[config.mk]
export PLATFORM = sky130hd
export DESIGN_NAME = bounded_deque_with_search
export DESIGN_NICKNAME = d
export VERILOG_FILES = /design/src/rtl/core/bdq_pkg.sv /design/src/rtl/core/bounded_deque_with_search.sv /design/src/rtl/core/bdq_cell.sv
export SDC_FILE = /design/constraint.sdc
export NUM_CORES = 2
export LEC_CHECK = 0
export BUFFER_PORTS_ARGS = -buffer_cell sky130_fd_sc_hd__buf_2
export CAP_MARGIN = 20
export CORE_MARGIN = 4
export CORE_UTILIZATION = 52
export DETAILED_ROUTE_END_ITERATION = 7
export MAX_ROUTING_LAYER = met4
export PLACE_DENSITY_LB_ADDON = 0.05
export SLEW_MARGIN = 20
export SYNTH_ARGS = -nofsm -noshare
export SYNTH_HDL_FRONTEND = slang
export SYNTH_SLANG_ARGS = --single-unit
[constraint.sdc]
create_clock -name clk -period 33.9 [get_ports clk]
set_input_delay 1.695 -clock clk [delete_from_list [all_inputs] [get_ports clk]]
set_output_delay 1.695 -clock clk [all_outputs]
set_load 0.03 [all_outputs]
[src/rtl/core/bdq_pkg.sv]
// ----------------------------------------------------------------------------
// bdq_pkg
// shared request, status, cell operation and sequencer types for the deque
// ----------------------------------------------------------------------------
package bdq_pkg;

  typedef enum logic [1:0] {
    REQ_PUSH_BACK  = 2'd0,
    REQ_POP_BACK   = 2'd1,
    REQ_POP_FRONT  = 2'd2,
    REQ_SEARCH     = 2'd3
  } req_t;

  typedef enum logic [1:0] {
    ST_OK    = 2'd0,
    ST_EMPTY = 2'd1,
    ST_FULL  = 2'd2,
    ST_ZERO  = 2'd3
  } status_t;

  typedef enum logic [2:0] {
    OP_NONE,
    OP_PUSH,
    OP_POP_BACK,
    OP_POP_FRONT,
    OP_SEARCH
  } cell_op_t;

  typedef struct packed {
    logic     en;
    cell_op_t op;
  } cell_ctl_t;

  typedef enum logic {
    S_IDLE,
    S_COLLECT
  } seq_state_t;

endpackage

[src/rtl/core/bounded_deque_with_search.sv]
// ----------------------------------------------------------------------------
// bounded_deque_with_search
// bounded double-ended queue built as a chain of cells, with a parallel
// equality search over the live entries
// ----------------------------------------------------------------------------
//  channel | dir | fields (tdata, lowest bit first)
//  in_     | in  | req_type[1:0], data_word[DATA_WIDTH-1:0], zero pad
//  out_    | out | data_out, found, status[1:0], entry_count, zero pad
//
//  the accept cycle in S_IDLE updates the cells and registers each cell's
//  hit and read data; S_COLLECT then ors them together into the output
//  register
//  a stalled result holds the collect cycle; the next request is taken while
//  an earlier result still waits on out_tready
//  reset clears the sequencer state, the entry count and out_tvalid; stored
//  words are not reset and are only read where live
// ----------------------------------------------------------------------------
module bounded_deque_with_search
  import bdq_pkg::*;
#(
  parameter int DEPTH      = 16,
  parameter int DATA_WIDTH = 32
) (
  input  logic                clk,
  input  logic                rst_n,
  input  logic                in_tvalid,
  output logic                in_tready,
  // req_type[1:0], data_word, zero pad
  input  logic [((2+DATA_WIDTH+7)/8)*8-1:0] in_tdata,
  output logic                out_tvalid,
  input  logic                out_tready,
  // data_out, found, status[1:0], entry_count, zero pad
  output logic [((DATA_WIDTH+3+$clog2(DEPTH+1)+7)/8)*8-1:0] out_tdata
);

  localparam int CNT_W  = $clog2(DEPTH + 1);
  localparam int OUT_W  = DATA_WIDTH + 3 + CNT_W;
  localparam int OUT_TW = ((OUT_W + 7) / 8) * 8;

  seq_state_t            state_r, state_nxt;
  logic [CNT_W-1:0]      count_r, count_nxt;
  status_t               status_r, status_nxt;
  logic                  out_tvalid_r, out_tvalid_nxt;
  logic [OUT_TW-1:0]     out_tdata_r, out_tdata_nxt;

  req_t                  req;
  logic [DATA_WIDTH-1:0] word;
  logic                  accept;
  logic                  load_out;
  cell_ctl_t             ctl;

  logic [DATA_WIDTH-1:0] cell_data [DEPTH];
  logic [DATA_WIDTH-1:0] cell_rd   [DEPTH];
  logic [DEPTH-1:0]      cell_hit;
  logic [DATA_WIDTH-1:0] rd_any;
  logic                  hit_any;

  assign req    = req_t'(in_tdata[1:0]);
  assign word   = in_tdata[DATA_WIDTH+1:2];
  assign accept = in_tvalid && in_tready;

  // request decode: a rejected request leaves the stored words alone
  always_comb begin
    ctl.en     = accept;
    ctl.op     = OP_NONE;
    count_nxt  = count_r;
    status_nxt = status_r;
    if (accept) begin
      status_nxt = ST_OK;
      unique case (req)
        REQ_PUSH_BACK: begin
          if (word == '0) begin
            status_nxt = ST_ZERO;
          end else if (count_r == CNT_W'(DEPTH)) begin
            status_nxt = ST_FULL;
          end else begin
            ctl.op    = OP_PUSH;
            count_nxt = count_r + CNT_W'(1);
          end
        end
        REQ_POP_BACK: begin
          if (count_r == '0) begin
            status_nxt = ST_EMPTY;
          end else begin
            ctl.op    = OP_POP_BACK;
            count_nxt = count_r - CNT_W'(1);
          end
        end
        REQ_POP_FRONT: begin
          if (count_r == '0) begin
            status_nxt = ST_EMPTY;
          end else begin
            ctl.op    = OP_POP_FRONT;
            count_nxt = count_r - CNT_W'(1);
          end
        end
        REQ_SEARCH: begin
          if (word == '0) begin
            status_nxt = ST_ZERO;
          end else begin
            ctl.op = OP_SEARCH;
          end
        end
        default: begin
        end
      endcase
    end
  end

  for (genvar i = 0; i < DEPTH; i++) begin : g_cell
    logic [DATA_WIDTH-1:0] right;
    if (i == DEPTH - 1) begin : g_tail
      assign right = '0;
    end else begin : g_link
      assign right = cell_data[i+1];
    end
    bdq_cell #(
      .DATA_WIDTH (DATA_WIDTH),
      .CNT_W      (CNT_W)
    ) u_cell (
      .clk        (clk),
      .ctl        (ctl),
      .cell_idx   (CNT_W'(i)),
      .word       (word),
      .count      (count_r),
      .right_data (right),
      .data_o     (cell_data[i]),
      .hit_o      (cell_hit[i]),
      .rd_o       (cell_rd[i])
    );
  end

  // at most one cell drives nonzero read data
  always_comb begin
    rd_any = '0;
    for (int i = 0; i < DEPTH; i++) begin
      rd_any = rd_any | cell_rd[i];
    end
    hit_any = |cell_hit;
  end

  assign load_out = (state_r == S_COLLECT) && (!out_tvalid_r || out_tready);

  always_comb begin
    state_nxt      = state_r;
    in_tready      = 1'b0;
    out_tvalid_nxt = out_tvalid_r;
    out_tdata_nxt  = out_tdata_r;
    if (out_tvalid_r && out_tready) begin
      out_tvalid_nxt = 1'b0;
    end
    unique case (state_r)
      S_IDLE: begin
        in_tready = 1'b1;
        if (in_tvalid) begin
          state_nxt = S_COLLECT;
        end
      end
      S_COLLECT: begin
        if (load_out) begin
          out_tvalid_nxt = 1'b1;
          out_tdata_nxt  = OUT_TW'({count_r, status_r, hit_any, rd_any});
          state_nxt      = S_IDLE;
        end
      end
      default: begin
        state_nxt = S_IDLE;
      end
    endcase
  end

  always_ff @(posedge clk) begin
    if (!rst_n) begin
      state_r      <= S_IDLE;
      count_r      <= '0;
      out_tvalid_r <= 1'b0;
    end else begin
      state_r      <= state_nxt;
      count_r      <= count_nxt;
      out_tvalid_r <= out_tvalid_nxt;
    end
  end

  always_ff @(posedge clk) begin
    status_r    <= status_nxt;
    out_tdata_r <= out_tdata_nxt;
  end

  assign out_tvalid = out_tvalid_r;
  assign out_tdata  = out_tdata_r;

endmodule

[src/rtl/core/bdq_cell.sv]
// ----------------------------------------------------------------------------
// bdq_cell
// one storage slot of the deque chain: holds a word, shifts toward the front
// on a front pop, and reports its own search hit and read data
// ----------------------------------------------------------------------------
module bdq_cell
  import bdq_pkg::*;
#(
  parameter int DATA_WIDTH = 32,
  parameter int CNT_W      = 5
) (
  input  logic                  clk,
  input  cell_ctl_t             ctl,
  input  logic [CNT_W-1:0]      cell_idx,
  input  logic [DATA_WIDTH-1:0] word,
  input  logic [CNT_W-1:0]      count,
  input  logic [DATA_WIDTH-1:0] right_data,
  output logic [DATA_WIDTH-1:0] data_o,
  output logic                  hit_o,
  output logic [DATA_WIDTH-1:0] rd_o
);

  logic [DATA_WIDTH-1:0] data_r, data_nxt;
  logic                  hit_r, hit_nxt;
  logic [DATA_WIDTH-1:0] rd_r, rd_nxt;
  logic                  live;
  logic                  is_back;
  logic                  is_front;

  assign live     = cell_idx < count;
  assign is_back  = (cell_idx + CNT_W'(1)) == count;
  assign is_front = cell_idx == '0;

  always_comb begin
    data_nxt = data_r;
    hit_nxt  = hit_r;
    rd_nxt   = rd_r;
    if (ctl.en) begin
      hit_nxt = 1'b0;
      rd_nxt  = '0;
      unique case (ctl.op)
        OP_PUSH: begin
          if (cell_idx == count) begin
            data_nxt = word;
          end
        end
        OP_POP_BACK: begin
          if (is_back) begin
            rd_nxt = data_r;
          end
        end
        OP_POP_FRONT: begin
          // every cell takes its neighbor's word, the front one is read out
          data_nxt = right_data;
          if (is_front) begin
            rd_nxt = data_r;
          end
        end
        OP_SEARCH: begin
          hit_nxt = live && (data_r == word);
        end
        default: begin
        end
      endcase
    end
  end

  always_ff @(posedge clk) begin
    data_r <= data_nxt;
    hit_r  <= hit_nxt;
    rd_r   <= rd_nxt;
  end

  assign data_o = data_r;
  assign hit_o  = hit_r;
  assign rd_o   = rd_r;

endmodule
==> flow_metrics.env <==
export IMPL_critical_path_max_fanout=92
export IMPL_p_leak_nw=19.0
export IMPL_synth_cell_type_count=50
export IMPL_cts_buffers=119
export IMPL_ff2ff_path_depth=9
export IMPL_critPathKind="in -> reg"
export IMPL_final_max_slew_violation_count=0
export IMPL_synth_warnings=0
export IMPL_synth_edff_count=1082
export IMPL_io_pins=86
export IMPL_grt_overflow=0
export IMPL_antenna_found_initial=17
export IMPL_grt_busiest_layer="met2"
export IMPL_yosysSeqAreaShare_pct=63.0
export IMPL_syn_inst=3975
export IMPL_grt_met2_usage_pct=58.5
export IMPL_ff2ff_setup_slack_ns=27.23
export IMPL_skew_ns=0.0245
export IMPL_p_per_area_mw_per_mm2=55.5
export IMPL_synth_flop_cell="edfxtp_1"
export IMPL_wl_um=212000
export IMPL_grt_pass1_wl_um=286000
export IMPL_initial_core_util_pct=52.5
export IMPL_met1_usage_pct=55.3
export IMPL_die_w_um=324
export IMPL_die_y_um=324
export IMPL_period_minus_slack_ns=7.11
export IMPL_arrival_ns=7.68
export IMPL_syn_area_per_cell_um2=13.0
export IMPL_ant_nets=0
export IMPL_worstReg2RegStart="count_r[0]"
export IMPL_fmax_ghz=0.141
export IMPL_drt_pass1_iter_count=6
export IMPL_fin_crit_sh_pct=21.0
export IMPL_hpwlAfterDp_um=141000
export IMPL_finalNonFillerCells=5336
export IMPL_drc=0
export IMPL_rsz0062_at_grt="no"
export IMPL_cp_endpoint="g_cell[5].u_cell.data_o[24]"
export IMPL_r2r_end="g_cell[5].u_cell.data_o[24]"
export IMPL_tritoncts="yes"
export IMPL_grt_pass1_vias=33600
export IMPL_placementRows=115
export IMPL_setup_slack_ns=26.79
export IMPL_syn_nets=4029
export IMPL_worst_ep_required_time_ns=34.47
export IMPL_ys_async_sr_fraction_pct=0
export IMPL_critPathCaptureType="register"
export IMPL_cts_root_buf="clkbuf_16"
export IMPL_dieArea_mm2=0.105
export IMPL_areaGrowthSynthToFinish_pct=10.3
export IMPL_drive_above_1_share_pct=14.9
export IMPL_cts_sinks=1089
export IMPL_grt_start_max_net_pins=219
export IMPL_place_inst=5105
export IMPL_cts_hold_buf=0
export IMPL_track_usage_pct=41.6
export IMPL_core_mm2=0.0986
export IMPL_grtUsageMet3_pct=10.4
export IMPL_insertion_delay_ns=0.73
export IMPL_status="completed"
export IMPL_setup_viol=0
export IMPL_cts_repair_resized=0
export IMPL_post_drt_wl_per_cell_um=39.6
export IMPL_startpoint_type="primary input"
export IMPL_max_slew_margin_rel_pct=8.49
export IMPL_worst_pin_slew_ns=1.37
export IMPL_drt_iter0_drc=5902
export IMPL_path_clk_slew_ns=0.06
export IMPL_avgViaCountPerCell=6.71
export IMPL_synth_area_mm2=0.0518
export IMPL_maxCapViolations=0
export IMPL_port_buffers=79
export IMPL_hold_path_class="reg -> reg"
export IMPL_clk_path_buf_depth=3
export IMPL_ir_drop_v=0.0000432
export IMPL_htreeDepth=3
export IMPL_critical_path_startpoint="in_tdata[0]"
export IMPL_final_hold_viol_count=0
export IMPL_place_ws_ns=26.26
export IMPL_finalNetCount=3994
export IMPL_final_util_pct=57.9
export IMPL_ys_ff_latch=1089
export IMPL_fin_setup_tns_ns=0
export IMPL_gp_congestion=1.03
export IMPL_num_vias=35800
export IMPL_cts_setup_buffers=0
## stage by stage
step | total power [mW] | hold slack, ns | cell area (µm²)
2_1_floorplan | 1.78 | 0.400 | 51800
3_3_place_gp | 1.89 | 0.413 | 53100
3_5_place_dp | 1.89 | 0.413 | 53200
4_1_cts | 3.16 | 0.434 | 57000
5_1_grt | 3.23 | 0.446 | 57100
6_report | 3.17 | 0.428 | 57100
## worst min path at each step
stage                     depth (start not counted)            end   startpoint  slack, ns
after floorplan                                   0  out_tdata[33]  status_r[0]       0.40
after global placement                            0  out_tdata[33]  status_r[0]       0.41
after detailed placement                          0  out_tdata[34]  status_r[1]       0.41
after CTS                                         0  out_tdata[34]  status_r[1]       0.43
after global routing                              0  out_tdata[34]  status_r[1]       0.45
final                                             0  out_tdata[34]  status_r[1]       0.43
## where the power goes
group	total (mW)	switching [mW]	internal [mW]
registers	1.55	0.0189	1.53
logic	0.324	0.252	0.0711
clock network	1.29	0.553	0.741
## metal layers
layer / part of all wire (%) / routed length (µm) / up-vias
li1: - / - / 14500
met5: 0 / 0 / -
met4: 7.1 / 15100 / 0
met1: 37 / 79300 / 18200
met2: 43 / 90000 / 2586
met3: 13 / 27100 / 486
## layout by cell type, fill, tap and decap left out, drive strengths merged, types with 2 or more instances in the layout
cell,Yosys,final
edfxtp,1082,1082
a21o,481,481
nor2,334,334
nand3,330,330
xor2,314,314
nor4,234,234
xnor2,199,199
inv,167,168
nor3,167,167
buf,153,162
clkbuf,166,139
nand4,104,104
o21ai,69,69
clkinv,0,65
nand2,58,58
and2,35,35
a21oi,21,21
diode,0,15
bufinv,0,11
ha,10,10
dfxtp,7,7
nand2b,5,5
mux2i,5,5
a2111oi,4,4
nor2b,4,4
a211oi,4,4
and4,2,2
o211ai,2,2
a31oi,2,2
a21boi,2,2
or4,2,2
## synth_stat cells (35+ instances only)
master    count  area (µm²)
inv_1       166         623
buf_2        97         485
xor2_1      314        2750
nor2_4      200        2250
nand2_1      58         218
clkbuf_1    166         623
a21o_1      481        3610
edfxtp_1   1082       32500
nor4_1      234        1460
o21ai_0      37         185
nand3_1     329        1650
nor2_1      134         503
xnor2_1     199        1740
nor3_1      167         836
nand4_1     104         651
and2_1       35         219
## flip-flops by register name (all words and copies together), names as in the netlist
name,count
g_cell.u_cell.hit_o,16
g_cell.u_cell.data_o,512
g_cell.u_cell.rd_o,512
out_tvalid,1
status_r,2
state_r,1
count_r,5
out_tdata,40
## critical path, stage by stage
cell      delay, ns
buf_2          0.10
inv_1          0.07
ha_1           0.29
nor3b_1        0.68
nand3_4        0.75
a211oi_4       0.97
buf_4          0.82
buf_4          0.83
buf_4          0.92
a21o_1         0.24
## cell families (layout without fill, tap and decap cells)
family / after synthesis / after routing / share of synthesized area [%]
other: 0 / 15 / 0
multiplexers: 5 / 5 / 0.0967
AND/OR/NAND/NOR: 1279 / 1279 / 15.3
XOR/XNOR: 513 / 513 / 8.68
buffers and inverters: 486 / 545 / 4.47
adder cells (fa/ha/maj): 10 / 10 / 0.242
AO/OA/AOI/OAI: 593 / 593 / 8.19
flip-flops: 1089 / 1089 / 63.0
## final cells by class
class                           count  area [µm²]
Fill cell                        8112       41400
Clock inverter                     77         638
Inverter                          167         627
Multi-Input combinational cell   2400       17300
Clock buffer                      138        3160
Timing Repair Buffer              163        1100
Sequential cell                  1089       32600
Antenna cell                       15        37.5
Tap cell                         1287        1610
Note: power is estimated with default switching activity, not from simulation.
